### src/rtl/u4dq_pkg.sv
package u4dq_pkg;

  // Field and accumulator widths.
  localparam int ACT_W = 16;
  localparam int PROD_W = 21;
  localparam int WS_W = 40;
  localparam int AS_W = 32;
  localparam int Q_W = 32;
  localparam int WIDE_W = 63;
  localparam int MAG_W = 62;

  // Saturation limits of the two running sums.
  localparam logic signed [WS_W-1:0] WS_MAX = 40'sh7F_FFFF_FFFF;
  localparam logic signed [WS_W-1:0] WS_MIN = 40'sh80_0000_0000;
  localparam logic signed [AS_W-1:0] AS_MAX = 32'sh7FFF_FFFF;
  localparam logic signed [AS_W-1:0] AS_MIN = 32'sh8000_0000;

  // Intermediates are held within plus or minus 2^61.
  localparam logic signed [WIDE_W-1:0] WIDE_MAX = 63'sh2000_0000_0000_0000;
  localparam logic signed [WIDE_W-1:0] WIDE_MIN = 63'sh6000_0000_0000_0000;
  localparam logic [MAG_W-1:0] WIDE_MAG = 62'h2000_0000_0000_0000;

  // Register indexes on the configuration port.
  localparam logic [1:0] REG_ALPHA = 2'd0;
  localparam logic [1:0] REG_BETA = 2'd1;
  localparam logic [1:0] REG_GAMMA = 2'd2;
  localparam logic [1:0] REG_MODE = 2'd3;

  // Reset values of the configuration registers.
  localparam logic signed [Q_W-1:0] ALPHA_RESET = 32'sh0001_0000;
  localparam logic signed [Q_W-1:0] BETA_RESET = 32'sh0000_0000;
  localparam logic signed [Q_W-1:0] GAMMA_RESET = 32'sh0001_0000;

  // Epilogue modes; codes 6 and 7 behave as plain.
  localparam logic [2:0] MODE_PLAIN = 3'd0;
  localparam logic [2:0] MODE_BIAS = 3'd1;
  localparam logic [2:0] MODE_BIAS_RELU = 3'd2;
  localparam logic [2:0] MODE_BIAS_GAIN_RES = 3'd3;
  localparam logic [2:0] MODE_TIMES_RES = 3'd4;
  localparam logic [2:0] MODE_BIAS_RES = 3'd5;

  typedef enum logic [3:0] {
    ST_IDLE,
    ST_MUL_SW,
    ST_MUL_ZA,
    ST_MUL_AD,
    ST_MUL_BP,
    ST_BIAS,
    ST_MUL_RES,
    ST_ADD_RES,
    ST_FIN
  } epi_state_t;

  typedef struct packed {
    logic start;
    logic sh16;
  } mul_ctl_t;

  typedef struct packed {
    logic busy;
    logic done;
    logic clip;
  } mul_stat_t;

  typedef struct packed {
    logic signed [WS_W-1:0] ws;
    logic signed [AS_W-1:0] as_sum;
    logic clip;
  } run_sums_t;

  typedef struct packed {
    logic signed [WIDE_W-1:0] value;
    logic clip;
  } wide_sum_t;

  // Add two intermediates and clamp to plus or minus 2^61.
  function automatic wide_sum_t addw(logic signed [WIDE_W-1:0] a,
                                     logic signed [WIDE_W-1:0] b);
    logic signed [WIDE_W:0] s;
    wide_sum_t r;
    s = (WIDE_W+1)'(a) + (WIDE_W+1)'(b);
    r.value = s[WIDE_W-1:0];
    r.clip = 1'b0;
    if (s > (WIDE_W+1)'(WIDE_MAX)) begin
      r.value = WIDE_MAX;
      r.clip = 1'b1;
    end else if (s < (WIDE_W+1)'(WIDE_MIN)) begin
      r.value = WIDE_MIN;
      r.clip = 1'b1;
    end
    return r;
  endfunction

endpackage

### src/rtl/u4dq_epi.sv
module u4dq_epi (
  input  logic                                clk,
  input  logic                                rst,
  input  logic                                start,
  input  logic signed [u4dq_pkg::Q_W-1:0]    column_scale,
  input  logic signed [u4dq_pkg::Q_W-1:0]    column_zero,
  input  logic signed [u4dq_pkg::Q_W-1:0]    prior_output,
  input  logic signed [u4dq_pkg::Q_W-1:0]    bias_value,
  input  logic signed [u4dq_pkg::Q_W-1:0]    residual_value,
  input  u4dq_pkg::run_sums_t                 sums,
  input  logic signed [u4dq_pkg::Q_W-1:0]    alpha_gain,
  input  logic signed [u4dq_pkg::Q_W-1:0]    beta_gain,
  input  logic signed [u4dq_pkg::Q_W-1:0]    residual_gain,
  input  logic [2:0]                          epilogue_mode,
  output u4dq_pkg::mul_ctl_t                  mul_ctl,
  output logic signed [u4dq_pkg::Q_W-1:0]    mul_a,
  output logic signed [u4dq_pkg::WIDE_W-1:0] mul_b,
  input  u4dq_pkg::mul_stat_t                 mul_stat,
  input  logic signed [u4dq_pkg::WIDE_W-1:0] mul_product,
  output logic                                idle,
  output logic                                out_valid,
  input  logic                                out_ready,
  output logic signed [u4dq_pkg::Q_W-1:0]    result_value,
  output logic                                saturated
);

  u4dq_pkg::epi_state_t state, state_next;

  logic signed [u4dq_pkg::Q_W-1:0]    scale;
  logic signed [u4dq_pkg::Q_W-1:0]    zero;
  logic signed [u4dq_pkg::Q_W-1:0]    prior;
  logic signed [u4dq_pkg::Q_W-1:0]    bias;
  logic signed [u4dq_pkg::Q_W-1:0]    res;
  logic signed [u4dq_pkg::WIDE_W-1:0] x;
  logic signed [u4dq_pkg::WIDE_W-1:0] tmp;
  logic                                sat_flag;
  logic signed [u4dq_pkg::WIDE_W-1:0] add_a;
  logic signed [u4dq_pkg::WIDE_W-1:0] add_b;
  u4dq_pkg::wide_sum_t                 add_out;
  logic                                in_mul;
  logic                                has_bias;
  logic                                times_res;
  logic                                load_out;
  logic signed [u4dq_pkg::Q_W-1:0]    fin_value;
  logic                                fin_clip;

  assign has_bias = epilogue_mode inside {u4dq_pkg::MODE_BIAS, u4dq_pkg::MODE_BIAS_RELU,
                                          u4dq_pkg::MODE_BIAS_GAIN_RES,
                                          u4dq_pkg::MODE_BIAS_RES};
  assign times_res = epilogue_mode == u4dq_pkg::MODE_TIMES_RES;
  assign load_out = (state == u4dq_pkg::ST_FIN) && (!out_valid || out_ready);
  assign idle = state == u4dq_pkg::ST_IDLE;

  // Next state.
  always_comb begin
    state_next = state;
    case (state)
      u4dq_pkg::ST_IDLE:    if (start) state_next = u4dq_pkg::ST_MUL_SW;
      u4dq_pkg::ST_MUL_SW:  if (mul_stat.done) state_next = u4dq_pkg::ST_MUL_ZA;
      u4dq_pkg::ST_MUL_ZA:  if (mul_stat.done) state_next = u4dq_pkg::ST_MUL_AD;
      u4dq_pkg::ST_MUL_AD:  if (mul_stat.done) state_next = u4dq_pkg::ST_MUL_BP;
      u4dq_pkg::ST_MUL_BP:  if (mul_stat.done) state_next = u4dq_pkg::ST_BIAS;
      u4dq_pkg::ST_BIAS: begin
        if (epilogue_mode == u4dq_pkg::MODE_BIAS_GAIN_RES || times_res) begin
          state_next = u4dq_pkg::ST_MUL_RES;
        end else if (epilogue_mode == u4dq_pkg::MODE_BIAS_RES) begin
          state_next = u4dq_pkg::ST_ADD_RES;
        end else begin
          state_next = u4dq_pkg::ST_FIN;
        end
      end
      u4dq_pkg::ST_MUL_RES: if (mul_stat.done) state_next = u4dq_pkg::ST_FIN;
      u4dq_pkg::ST_ADD_RES: state_next = u4dq_pkg::ST_FIN;
      u4dq_pkg::ST_FIN:     if (load_out) state_next = u4dq_pkg::ST_IDLE;
      default:              state_next = u4dq_pkg::ST_IDLE;
    endcase
  end

  // Multiplier requests and adder operands for each state.
  always_comb begin
    in_mul = 1'b0;
    mul_ctl.sh16 = 1'b1;
    mul_a = scale;
    mul_b = (u4dq_pkg::WIDE_W)'(sums.ws);
    add_a = x;
    add_b = mul_product;
    case (state)
      u4dq_pkg::ST_MUL_SW: begin
        in_mul = 1'b1;
        mul_ctl.sh16 = 1'b0;
      end
      u4dq_pkg::ST_MUL_ZA: begin
        in_mul = 1'b1;
        mul_ctl.sh16 = 1'b0;
        mul_a = zero;
        mul_b = (u4dq_pkg::WIDE_W)'(sums.as_sum);
      end
      u4dq_pkg::ST_MUL_AD: begin
        in_mul = 1'b1;
        mul_a = alpha_gain;
        mul_b = x;
      end
      u4dq_pkg::ST_MUL_BP: begin
        in_mul = 1'b1;
        mul_a = beta_gain;
        mul_b = (u4dq_pkg::WIDE_W)'(prior);
        add_a = tmp;
      end
      u4dq_pkg::ST_BIAS: begin
        add_b = (u4dq_pkg::WIDE_W)'(bias);
      end
      u4dq_pkg::ST_MUL_RES: begin
        in_mul = 1'b1;
        mul_a = times_res ? res : residual_gain;
        mul_b = times_res ? x : (u4dq_pkg::WIDE_W)'(res);
      end
      u4dq_pkg::ST_ADD_RES: begin
        add_b = (u4dq_pkg::WIDE_W)'(res);
      end
      default: begin
        in_mul = 1'b0;
      end
    endcase
    mul_ctl.start = in_mul && !mul_stat.busy && !mul_stat.done;
  end

  // One shared clamping adder.
  assign add_out = u4dq_pkg::addw(add_a, add_b);

  // Final clamp to the Q16.16 range.
  always_comb begin
    fin_value = x[u4dq_pkg::Q_W-1:0];
    fin_clip = 1'b0;
    if (x > (u4dq_pkg::WIDE_W)'(u4dq_pkg::AS_MAX)) begin
      fin_value = u4dq_pkg::AS_MAX;
      fin_clip = 1'b1;
    end else if (x < (u4dq_pkg::WIDE_W)'(u4dq_pkg::AS_MIN)) begin
      fin_value = u4dq_pkg::AS_MIN;
      fin_clip = 1'b1;
    end
  end

  // Control state.
  always_ff @(posedge clk) begin
    if (rst) begin
      state <= u4dq_pkg::ST_IDLE;
      out_valid <= 1'b0;
    end else begin
      state <= state_next;
      if (load_out) begin
        out_valid <= 1'b1;
      end else if (out_ready) begin
        out_valid <= 1'b0;
      end
    end
  end

  // Working registers of the epilogue.
  always_ff @(posedge clk) begin
    if (load_out) begin
      result_value <= fin_value;
      saturated <= sat_flag | fin_clip;
    end
    case (state)
      u4dq_pkg::ST_IDLE: begin
        if (start) begin
          scale <= column_scale;
          zero <= column_zero;
          prior <= prior_output;
          bias <= bias_value;
          res <= residual_value;
        end
      end
      u4dq_pkg::ST_MUL_SW: begin
        if (mul_stat.done) begin
          x <= mul_product;
          sat_flag <= sums.clip | mul_stat.clip;
        end
      end
      u4dq_pkg::ST_MUL_ZA, u4dq_pkg::ST_MUL_BP: begin
        if (mul_stat.done) begin
          x <= add_out.value;
          sat_flag <= sat_flag | mul_stat.clip | add_out.clip;
        end
      end
      u4dq_pkg::ST_MUL_AD: begin
        if (mul_stat.done) begin
          tmp <= mul_product;
          sat_flag <= sat_flag | mul_stat.clip;
        end
      end
      u4dq_pkg::ST_BIAS: begin
        if (has_bias) begin
          sat_flag <= sat_flag | add_out.clip;
          if (epilogue_mode == u4dq_pkg::MODE_BIAS_RELU && add_out.value < 0) begin
            x <= '0;
          end else begin
            x <= add_out.value;
          end
        end
      end
      u4dq_pkg::ST_MUL_RES: begin
        if (mul_stat.done) begin
          if (times_res) begin
            x <= mul_product;
            sat_flag <= sat_flag | mul_stat.clip;
          end else begin
            x <= add_out.value;
            sat_flag <= sat_flag | mul_stat.clip | add_out.clip;
          end
        end
      end
      u4dq_pkg::ST_ADD_RES: begin
        x <= add_out.value;
        sat_flag <= sat_flag | add_out.clip;
      end
      default: begin
        sat_flag <= sat_flag;
      end
    endcase
  end

endmodule

### config.mk
export PLATFORM = sky130hd
export DESIGN_NAME = u4dq_epi
export DESIGN_NICKNAME = d
export VERILOG_FILES = /design/src/rtl/u4dq_pkg.sv /design/src/rtl/u4dq_epi.sv
export SDC_FILE = /design/constraint.sdc
export NUM_CORES = 1
export LEC_CHECK = 0
export BUFFER_PORTS_ARGS = -buffer_cell sky130_fd_sc_hd__buf_2
export CAP_MARGIN = 20
export CORE_MARGIN = 1.5
export CORE_UTILIZATION = 34
export CTS_CLUSTER_SIZE = 28
export DETAILED_ROUTE_END_ITERATION = 8
export PLACE_DENSITY = 0.63
export SYNTH_ARGS = -nofsm -noshare
export SYNTH_HDL_FRONTEND = slang
export SYNTH_SLANG_ARGS = --single-unit
### constraint.sdc
create_clock -name clk -period 8.5 [get_ports clk]
set_clock_uncertainty 0.15 [all_clocks]
set_input_delay 1.7 -clock clk [delete_from_list [all_inputs] [get_ports clk]]
set_output_delay 1.7 -clock clk [all_outputs]
set_load 0.02 [all_outputs]
==> flow_metrics.py, run 1 <==
metrics = {
    "run_status": {
        "status": "finished clean",
    },
    "synth": {
        "syn_nets": 2591,
        "synth_mux_area_frac": 0.0657,
        "synth.distinct_cells": 87,
        "async_flop_share": 0,
        "synth_edf_count": 320,
        "yosysSeqAreaShare": 0.469,
        "ys.flop_type": "edfxtp_1",
        "synth_compound_area_frac": 0.211,
        "avgSynthCellArea_sq_um": 9.74,
        "synth-xor-area-share": 0.0224,
        "syn_area_sq_um": 20700,
        "synth_top_family_by_area": "compound AO/OA/AOI/OAI gates",
        "synthesis.instances": 2125,
        "yosys.area_share.adder": 0.0391,
        "ys_ff_latch": 325,
        "synth-simple-area-share": 0.161,
        "ys_warn_count": 0,
    },
    "placed_design": {
        "gp_congestion": 1.02,
        "placed_cell_area_sq_um": 24100,
        "portBuffers": 533,
        "dp_hpwl_mm": 73.0,
    },
    "timing": {
        "max_freq_mhz": 141,
        "slew_headroom": 0.115,
        "finalWorstPathRequiredPeriod_ns": 7.09,
        "rsz0062_at_grt": "false",
        "fin_crit_sh": 0.834,
        "tightestPinTransition_ns": 1.33,
        "hold_violations": 0,
        "setup_viol": 0,
        "slew_viol_final": 0,
        "fin_hold_ws_ns": 0.414,
        "setup_tns_ns": 0,
    },
    "global_route": {
        "grt_pass1_vias": 19295,
        "overflow": 0,
        "grt_pass1_wl_mm": 134,
        "antenna_found_initial": 14,
        "grt_use_total": 0.290,
        "grt_max_degree": 153,
    },
    "floorplanning": {
        "chipHeight_um": 250,
        "num_rows": 90,
        "fp.dieArea_sq_um": 62400,
        "die_x_um": 250,
        "core_area_sq_um": 60200,
        "ios": 534,
        "initial_core_util": 0.344,
    },
    "critical_path": {
        "critPathTopFamily": "compound AO/OA/AOI/OAI gates",
        "timing.reg2reg.setup_slack_ns": 1.41,
        "crit_chain": "nor2b_1, nand2_2, buf_4, o21ai_0, ha_1, a211oi_2, o211a_1, o31a_1, nor4b_2, or4_1, and3b_1, o211ai_1, nand2_1, o21ai_1, a21oi_1",
        "cp-start-kind": "register",
        "end_kind": "register",
        "timing.critical_path.slowest_stage_cell": "o21ai_1",
        "worstPathRequired_ns": 8.63,
        "reg2regPathDepth": 15,
        "critPathBufInv": 1,
        "worst-path-max-fanout": 34,
        "worstReg2RegStart": "state[2]",
        "crit_arrival_ns": 7.22,
        "regToRegEndpoint": "x[18]",
        "worst-setup-path-type": "register to register",
        "critPathMaxStageDelay_ns": 0.87,
    },
    "clock_network": {
        "cts.path.max_buffers": 3,
        "cts_tree": "done",
        "hold_buffers": 0,
        "cts.sinks": 325,
        "numCtsBuffers": 40,
        "cts_max_level": 2,
        "clkTransAtPathRegs_ns": 0.06,
        "post_cts_buffers": 0,
        "clockRootBuffer": "clkbuf_16",
        "clock_latency_ns": 0.58,
        "cts-resized-gates": 0,
    },
    "layout": {
        "synthToLayoutAreaGrowth_pct": 22.9,
        "final_util": 0.422,
        "fillCellCount": 5907,
        "ff_latch_area_sq_um": 9710,
        "multi_input_area_sq_um": 10400,
        "final_cell_mix": "533 x buf_2, 397 x nand2_1, 320 x edfxtp_1",
        "final_common_cell": "buf_2",
        "final_area_sq_um": 25400,
        "drive_above_1_share": 0.280,
        "layout.nets": 3054,
    },
    "min_path": {
        "hold_depth": 2,
        "min_from": "out_valid",
        "hold_end": "out_valid",
        "worstHoldPathType": "register to register",
    },
    "power_and_ir_drop": {
        "intPower_w": 0.00478,
        "combPwrFrac": 0.521,
        "p_seq_frac": 0.282,
        "p_sw_w": 0.00434,
        "switching_share": 0.476,
        "p_leak_nw": 10.2,
        "power_density_nw_per_um2": 358,
        "pwr-share-clk": 0.197,
        "vdd_drop_max_mv": 0.360,
    },
    "route": {
        "postRouteAntennaNets": 0,
        "num_vias": 20236,
        "finalWirelength_mm": 94.3,
        "wl_per_cell_um": 27.7,
        "drt_pass1_iterations": 8,
        "remaining_drc_errors": 0,
        "viasPerCell": 5.95,
        "drt-initial-drc-count": 2599,
    },
    "flow_run": {
        "max-cap-violations": 0,
    },
}
## through the flow
step | setup slack (ns) | power [W] | cells
after global placement | 1.72 | 0.00724 | 3324
after detailed placement | 1.66 | 0.00725 | 3326
after CTS | 1.62 | 0.00906 | 3396
final | 1.41 | 0.00912 | 3400
after global routing | 1.08 | 0.00949 | 3400
after floorplan | 2.41 | 0.00547 | 2125
## cell families (layout without fill, tap and decap cells)
logic type                 Yosys count  after routing
other                                0              2
DFF                                325            325
xor gates and xnor gates            52             52
adders and majority gates           64             64
and+or+nand+nor                    727            727
buffers and inverters              161            652
AOI/OAI and AO/OA                  668            668
muxes                              128            128
## flip-flops by register name (all words and copies together), names as in the netlist, 32 cells and up
name,flops
x,63
zero,32
res,32
result_value,32
scale,32
tmp,63
prior,32
bias,32
## worst max path at each step
| stage | from | to | depth (start not counted) |
|---|---|---|---|
| floorplan | start | bias[0] | 1 |
| global placement | state[2] | x[53] | 17 |
| detailed placement | state[2] | x[53] | 17 |
| CTS | state[2] | x[53] | 17 |
| global route | state[2] | x[53] | 17 |
| finish | state[2] | x[18] | 15 |
## synth_stat cells, drive strengths merged, types with 5 or more instances
cell type	n	area, sq um
a21o	16	120
nand2	400	1500
inv	18	67.6
and3	9	56.3
and2	9	56.3
o21a	42	315
xnor2	23	209
xor2	29	254
o21ai	192	965
o21bai	5	37.5
nor4	21	159
a32o	31	310
a222oi	30	300
nor2b	11	68.8
edfxtp	320	9610
or2	7	43.8
and4	5	43.8
nand2b	14	87.6
or3	11	68.8
dfxtp	5	100
nor3	32	160
a22oi	38	285
mux2i	65	651
o31ai	10	75.1
a211oi	17	145
o211ai	11	87.6
mux2	63	709
buf	37	185
nand4	47	294
nor2	88	330
ha	63	788
clkbuf	106	398
a31oi	17	106
nand3	48	240
a21boi	5	41.3
or4	9	75.1
a21oi	192	995
a22o	20	175
## worst min-delay path, stage by stage, from the launching register on
cell and delay [ns]:
dfxtp_1 0.32, nand2b_1 0.12, a21oi_1 0.07
## final cells by class
cell class	count	area share
Antenna cell	2	0.000197
Clock buffer	48	0.0405
Clock inverter	22	0.0119
Inverter	18	0.00266
Multi-Input combinational cell	1639	0.409
Sequential cell	325	0.382
Tap cell	782	0.0385
Timing Repair Buffer	564	0.115
## metal layers
| layer | GRT usage | up-vias | share of wire |
|---|---|---|---|
| met5 | 0 | - | 0.0014 |
| met4 | 0.0801 | 20 | 0.027 |
| met3 | 0.0567 | 160 | 0.092 |
| met2 | 0.464 | 1136 | 0.46 |
| met1 | 0.400 | 9866 | 0.42 |
| li1 | - | 9054 | - |
## power by group through the flow
stage | clock [W] | sequential [W] | combinational [W]
floorplan | 0 | 0.00248 | 0.00299
CTS | 0.00182 | 0.00256 | 0.00468
detailed placement | 0 | 0.00259 | 0.00466
global placement | 0 | 0.00259 | 0.00464
finish | 0.00179 | 0.00257 | 0.00475
global route | 0.00186 | 0.00260 | 0.00503
(Power assumes the default switching activity.)
==> run 2, diff against run 1 <==
==> constraint.sdc (replaced) <==
create_clock -name clk -period 6.7 [get_ports clk]
set_clock_uncertainty 0.15 [all_clocks]
set_input_delay 1.34 -clock clk [delete_from_list [all_inputs] [get_ports clk]]
set_output_delay 1.34 -clock clk [all_outputs]
set_load 0.02 [all_outputs]
==> run 2 against run 1 <==
Compared with the run above:
- global-route usage up 1.3 points
- count of clock-buffer cells in the layout down 1
- power rose by 34%
- final area up 3.6%
- via count rose by 2.3%
- critical path type unchanged
==> flow_metrics.py, run 2 (synthesis gave the netlist of run 1 again) <==
metrics = {
    "placed_design": {
        "dp_hpwl_mm": 76.7,
        "gp_congestion": 0.985,
        "place_inst": 3425,
        "portBuffers": 533,
        "placed_cell_area_sq_um": 24900,
    },
    "timing": {
        "setup_tns_ns": 0,
        "slew_headroom": 0.108,
        "tightestPinTransition_ns": 1.30,
        "hold_violations": 0,
        "slew_viol_final": 0,
        "finalWorstPathRequiredPeriod_ns": 6.30,
        "max_freq_mhz": 159,
        "rsz0062_at_grt": "false",
        "setup_viol": 0,
        "fin_crit_sh": 0.941,
    },
    "clock_network": {
        "cts_max_level": 2,
        "clock_latency_ns": 0.59,
        "cts.sinks": 325,
        "post_cts_buffers": 0,
        "clockRootBuffer": "clkbuf_16",
        "clkTransAtPathRegs_ns": 0.06,
        "cts-resized-gates": 0,
        "hold_buffers": 0,
        "cts.path.max_buffers": 3,
        "numCtsBuffers": 42,
        "cts_tree": "done",
    },
    "critical_path": {
        "critPathMaxStageDelay_ns": 0.76,
        "worst-path-max-fanout": 29,
        "critPathTopFamily": "compound AO/OA/AOI/OAI gates",
        "crit_arrival_ns": 6.57,
        "critPathBufInv": 4,
        "reg2regPathDepth": 20,
        "end_kind": "register",
        "worst-setup-path-type": "register to register",
        "cp-start-kind": "register",
        "worstPathRequired_ns": 6.97,
        "path_common_cell": "buf_4",
        "crit_chain": "nor2b_1, nand2_2, buf_4, nand2_1, o21ai_0, ha_1, nand2_1, o21ai_0, buf_4, a21oi_1, nor3b_1, a311oi_1, buf_4, a21boi_1, o21ai_0, a211oi_1, nand4_1, buf_4, a311o_1, a31oi_1",
        "path_depth": 20,
        "timing.critical_path.slowest_stage_cell": "dfxtp_1",
        "timing.reg2reg.setup_slack_ns": 0.40,
    },
    "route": {
        "viasPerCell": 5.89,
        "num_vias": 20695,
        "remaining_drc_errors": 0,
        "drt_pass1_iterations": 9,
        "finalWirelength_mm": 98.0,
        "postRouteAntennaNets": 0,
        "drt-initial-drc-count": 2349,
        "wl_per_cell_um": 27.9,
    },
    "layout": {
        "stdcell_count": 3512,
        "final_common_cell": "buf_2",
        "final_area_sq_um": 26400,
        "final_cell_mix": "533 x buf_2, 397 x nand2_1, 320 x edfxtp_1",
        "synthToLayoutAreaGrowth_pct": 27.4,
        "drive_above_1_share": 0.308,
        "final_util": 0.438,
        "reg_top3": "tmp (63), x (63)",
        "layout.nets": 3155,
        "fillCellCount": 5891,
    },
    "global_route": {
        "grt_max_degree": 161,
        "grt_use_total": 0.303,
        "grt_pass1_vias": 19525,
        "antenna_found_initial": 16,
        "overflow": 0,
        "grt_pass1_wl_mm": 138,
    },
    "flow_run": {
        "max-cap-violations": 0,
    },
    "floorplanning": {
        "initial_core_util": 0.344,
        "fp.dieArea_sq_um": 62400,
        "die_x_um": 250,
        "chipHeight_um": 250,
        "core_area_sq_um": 60200,
        "num_rows": 90,
        "ios": 534,
    },
    "power_and_ir_drop": {
        "power_density_nw_per_um2": 463,
        "p_leak_nw": 10.7,
        "vdd_drop_max_mv": 0.315,
        "power_w": 0.0122,
    },
    "min_path": {
        "worstHoldPathType": "register to register",
        "hold_depth": 2,
    },
    "run_status": {
        "status": "finished clean",
    },
}
-- run 2: layer usage --
layer | GRT usage | vias up | part of all wire
met5 | 0 | - | 0.00075
met4 | 0.0925 | 10 | 0.031
met3 | 0.0491 | 164 | 0.082
met2 | 0.475 | 1152 | 0.45
met1 | 0.428 | 10127 | 0.43
li1 | - | 9242 | -
-- run 2: area by class of cell --
type / instances / area [sq um] / share of cell area
antenna: 10 / 25.0 / 0.000949
sequential: 325 / 9710 / 0.368
clock inverter: 28 / 350 / 0.0133
inverter: 18 / 67.6 / 0.00256
timing repair buffer: 663 / 3730 / 0.142
clock buffer: 47 / 1090 / 0.0414
multi-input combinational: 1639 / 10400 / 0.395
tap: 782 / 978 / 0.0371
-- run 2: report_power, final --
part           internal, W  switching, W  total (W)  leakage [nW]
registers          0.00290      0.000405    0.00331          3.02
clock network      0.00145      0.000970    0.00242         0.690
logic              0.00219       0.00428    0.00647          6.99
-- run 2: worst paths after layout --
kind / startpoint / to
worst min register to register: out_valid / out_valid
worst min-delay path: out_valid / out_valid
worst max register to register: state[2] / x[12]
worst max-delay path: state[2] / x[12]
-- run 2: worst min-delay path: cells and delay by family, from the launching register on --
family / cells / cell delay, ns
simple gates: 1 / 0.11
compound gates: 1 / 0.09
flops: 1 / 0.31
-- run 2: per-stage QoR --
| stage | hold WS [ns] | worst slack, ns |
|---|---|---|
| floorplan | 0.386 | 0.970 |
| global placement | 0.377 | 0.593 |
| detailed placement | 0.384 | 0.614 |
| CTS | 0.406 | 0.596 |
| global route | 0.433 | 0.204 |
| finish | 0.409 | 0.398 |
==> run 3, diff against run 2 <==
--- a/config.mk
+++ b/config.mk
@@ -5,13 +5,14 @@
 export SDC_FILE = /design/constraint.sdc
 export NUM_CORES = 1
 export LEC_CHECK = 0
+export ABC_AREA = 1
 export BUFFER_PORTS_ARGS = -buffer_cell sky130_fd_sc_hd__buf_2
 export CAP_MARGIN = 20
 export CORE_MARGIN = 1.5
 export CORE_UTILIZATION = 34
 export CTS_CLUSTER_SIZE = 28
 export DETAILED_ROUTE_END_ITERATION = 8
-export PLACE_DENSITY = 0.63
+export PLACE_DENSITY = 0.62
 export SYNTH_ARGS = -nofsm -noshare
 export SYNTH_HDL_FRONTEND = slang
 export SYNTH_SLANG_ARGS = --single-unit
==> run 3 against run 2 <==
Compared with the run above:
- synthesized area up 14%
- clock power shrank 11%
- combinational power is 19% higher
- first-iteration DRC count is 24% higher
- highest routed layer unchanged
- count of clock-buffer cells in the layout is 3 higher
- register-to-register slack improved by 0.41 ns
- sequential power grew 4%
- via count grew 25%
- final area grew 8.6%
==> flow_metrics.py, run 3 <==
metrics = {
    "global_route": {
        "grt_use_total": 0.324,
        "overflow": 0,
        "grt_pass1_wl_mm": 167,
        "grt_pass1_vias": 23720,
        "grt_max_degree": 161,
        "antenna_found_initial": 31,
    },
    "power_and_ir_drop": {
        "power_density_nw_per_um2": 465,
        "power_w": 0.0133,
        "vdd_drop_max_mv": 0.312,
        "p_leak_nw": 14.2,
    },
    "floorplanning": {
        "initial_core_util": 0.344,
        "chipHeight_um": 266,
        "core_area_sq_um": 68600,
        "num_rows": 96,
        "fp.dieArea_sq_um": 71000,
        "die_x_um": 266,
        "ios": 534,
    },
    "critical_path": {
        "reg2regPathDepth": 32,
        "timing.critical_path.slowest_stage_cell": "ha_1",
        "worstPathRequired_ns": 7.00,
        "critPathTopFamily": "simple AND/OR/NAND/NOR gates",
        "critPathMaxStageDelay_ns": 0.46,
        "cp-start-kind": "register",
        "worstReg2RegStart": "state[2]",
        "regToRegEndpoint": "x[42]",
        "timing.reg2reg.setup_slack_ns": 0.80,
        "worst-path-max-fanout": 35,
        "end_kind": "register",
        "crit_arrival_ns": 6.20,
        "path_common_cell": "nand2_1",
        "critPathBufInv": 7,
        "worst-setup-path-type": "register to register",
    },
    "timing": {
        "hold_violations": 0,
        "slew_headroom": 0.248,
        "finalWorstPathRequiredPeriod_ns": 5.90,
        "setup_tns_ns": 0,
        "fin_crit_sh": 0.880,
        "tightestPinTransition_ns": 1.12,
        "rsz0062_at_grt": "false",
        "setup_viol": 0,
        "max_freq_mhz": 170,
        "slew_viol_final": 0,
    },
    "synth": {
        "async_flop_share": 0,
        "synth.distinct_cells": 44,
        "ys_warn_count": 0,
        "synthTopCellsByCount": "1461 x nand2_1, 444 x inv_1, 320 x edfxtp_1, 234 x nor2_1",
        "ys_ff_latch": 325,
        "synth_top_area_cell": "edfxtp_1",
        "netlist.area_leader.share": 0.407,
        "syn_nets": 3873,
        "synth_edf_count": 320,
        "synthTopCellsByArea": "edfxtp_1 41%, nand2_1 23%, inv_1 7.1%, nor2_1 3.7%, ha_1 3.3%",
        "ys.flop_type": "edfxtp_1",
        "avgSynthCellArea_sq_um": 6.93,
        "syn_area_sq_um": 23600,
        "yosysSeqAreaShare": 0.412,
        "yosysMostFrequentCell": "nand2_1",
        "synthesis.instances": 3407,
    },
    "placed_design": {
        "dp_hpwl_mm": 94.1,
        "portBuffers": 533,
        "gp_congestion": 1.04,
    },
    "route": {
        "num_vias": 25812,
        "viasPerCell": 5.31,
        "finalWirelength_mm": 118,
        "remaining_drc_errors": 0,
        "drt_pass1_iterations": 6,
        "wl_per_cell_um": 24.4,
        "drt-initial-drc-count": 2907,
        "postRouteAntennaNets": 0,
    },
    "clock_network": {
        "clock_latency_ns": 0.61,
        "clkTransAtPathRegs_ns": 0.06,
        "cts_tree": "done",
        "cts.path.max_buffers": 3,
        "post_cts_buffers": 0,
        "numCtsBuffers": 40,
        "cts-resized-gates": 0,
        "clockRootBuffer": "clkbuf_16",
        "cts.sinks": 325,
        "hold_buffers": 0,
        "cts_max_level": 2,
    },
    "layout": {
        "synthToLayoutAreaGrowth_pct": 21.4,
        "fillCellCount": 7270,
        "layout.nets": 4350,
        "drive_above_1_share": 0.180,
        "final_cell_mix": "1461 x nand2_1, 533 x buf_2, 441 x inv_1",
        "reg_top3": "tmp (63), x (63)",
        "final_common_cell": "nand2_1",
    },
    "run_status": {
        "status": "finished clean",
    },
    "min_path": {
        "hold_end": "state[2]",
        "hold_depth": 2,
        "min_from": "state[2]",
        "worstHoldPathType": "register to register",
    },
    "flow_run": {
        "max-cap-violations": 0,
    },
}
-- run 3: area by class of cell --
| type | count | area (sq um) | share of cell area |
|---|---|---|---|
| clock buffers | 50 | 1050 | 0.0366 |
| repair buffers | 571 | 3050 | 0.107 |
| multi-input cells | 2492 | 11700 | 0.409 |
| inverters | 454 | 1710 | 0.0595 |
| diodes | 14 | 35.0 | 0.00122 |
| clock inverters | 21 | 206 | 0.00721 |
| flip-flops and latches | 325 | 9710 | 0.339 |
| well taps | 931 | 1160 | 0.0407 |
-- run 3: worst max-delay path by stage --
stage          depth (start not counted)        startpoint        end  slack [ns]
2_1_floorplan                          2             start    bias[0]        0.58
3_5_place_dp                          32          state[2]      x[55]        0.94
6_report                              32          state[2]      x[42]        0.80
3_3_place_gp                          12  epilogue_mode[2]  mul_b[53]        0.96
5_1_grt                               32          state[2]      x[42]        0.41
4_1_cts                               32          state[2]      x[55]        0.90
-- run 3: tightest hold or removal path, cell delays in order (launching register included) --
cell and delay (ns):
dfxtp_1 0.35, nand2_1 0.08, a21oi_1 0.06
-- run 3: logic make-up (layout without fill, tap and decap cells) --
family	after synthesis	in the layout	synth area share
AO/OA/AOI/OAI	441	441	0.113
XOR/XNOR	20	20	0.00742
adder cells (fa/ha/maj)	64	64	0.0343
buffers and inverters	590	1096	0.0962
flip-flops	325	325	0.412
other	0	14	0
AND/OR/NAND/NOR	1967	1967	0.337
-- run 3: metrics by stage --
| step | instance area [sq um] | instances | hold WS, ns | setup slack [ns] | util |
|---|---|---|---|---|---|
| 2_1_floorplan | 23600 | 3407 | 0.328 | 0.584 | - |
| 3_3_place_gp | 27300 | 4772 | 0.391 | 0.962 | 0.399 |
| 3_5_place_dp | 27300 | 4772 | 0.388 | 0.941 | 0.399 |
| 4_1_cts | 28600 | 4843 | 0.396 | 0.897 | 0.417 |
| 5_1_grt | 28600 | 4851 | 0.414 | 0.405 | 0.417 |
| 6_report | 28600 | 4858 | 0.396 | 0.804 | 0.418 |
-- run 3: routing by layer --
metal | GRT usage | share of wire | up-vias
li1 | - | - | 11982
met2 | 0.503 | 0.44 | 1475
met5 | 0 | 0.00082 | -
met1 | 0.435 | 0.41 | 12119
met4 | 0.122 | 0.042 | 14
met3 | 0.0784 | 0.11 | 222
-- run 3: power breakdown --
part | total (W) | switching (W) | internal, W
registers | 0.00345 | 0.000523 | 0.00292
logic | 0.00772 | 0.00558 | 0.00214
clock network | 0.00215 | 0.000980 | 0.00117
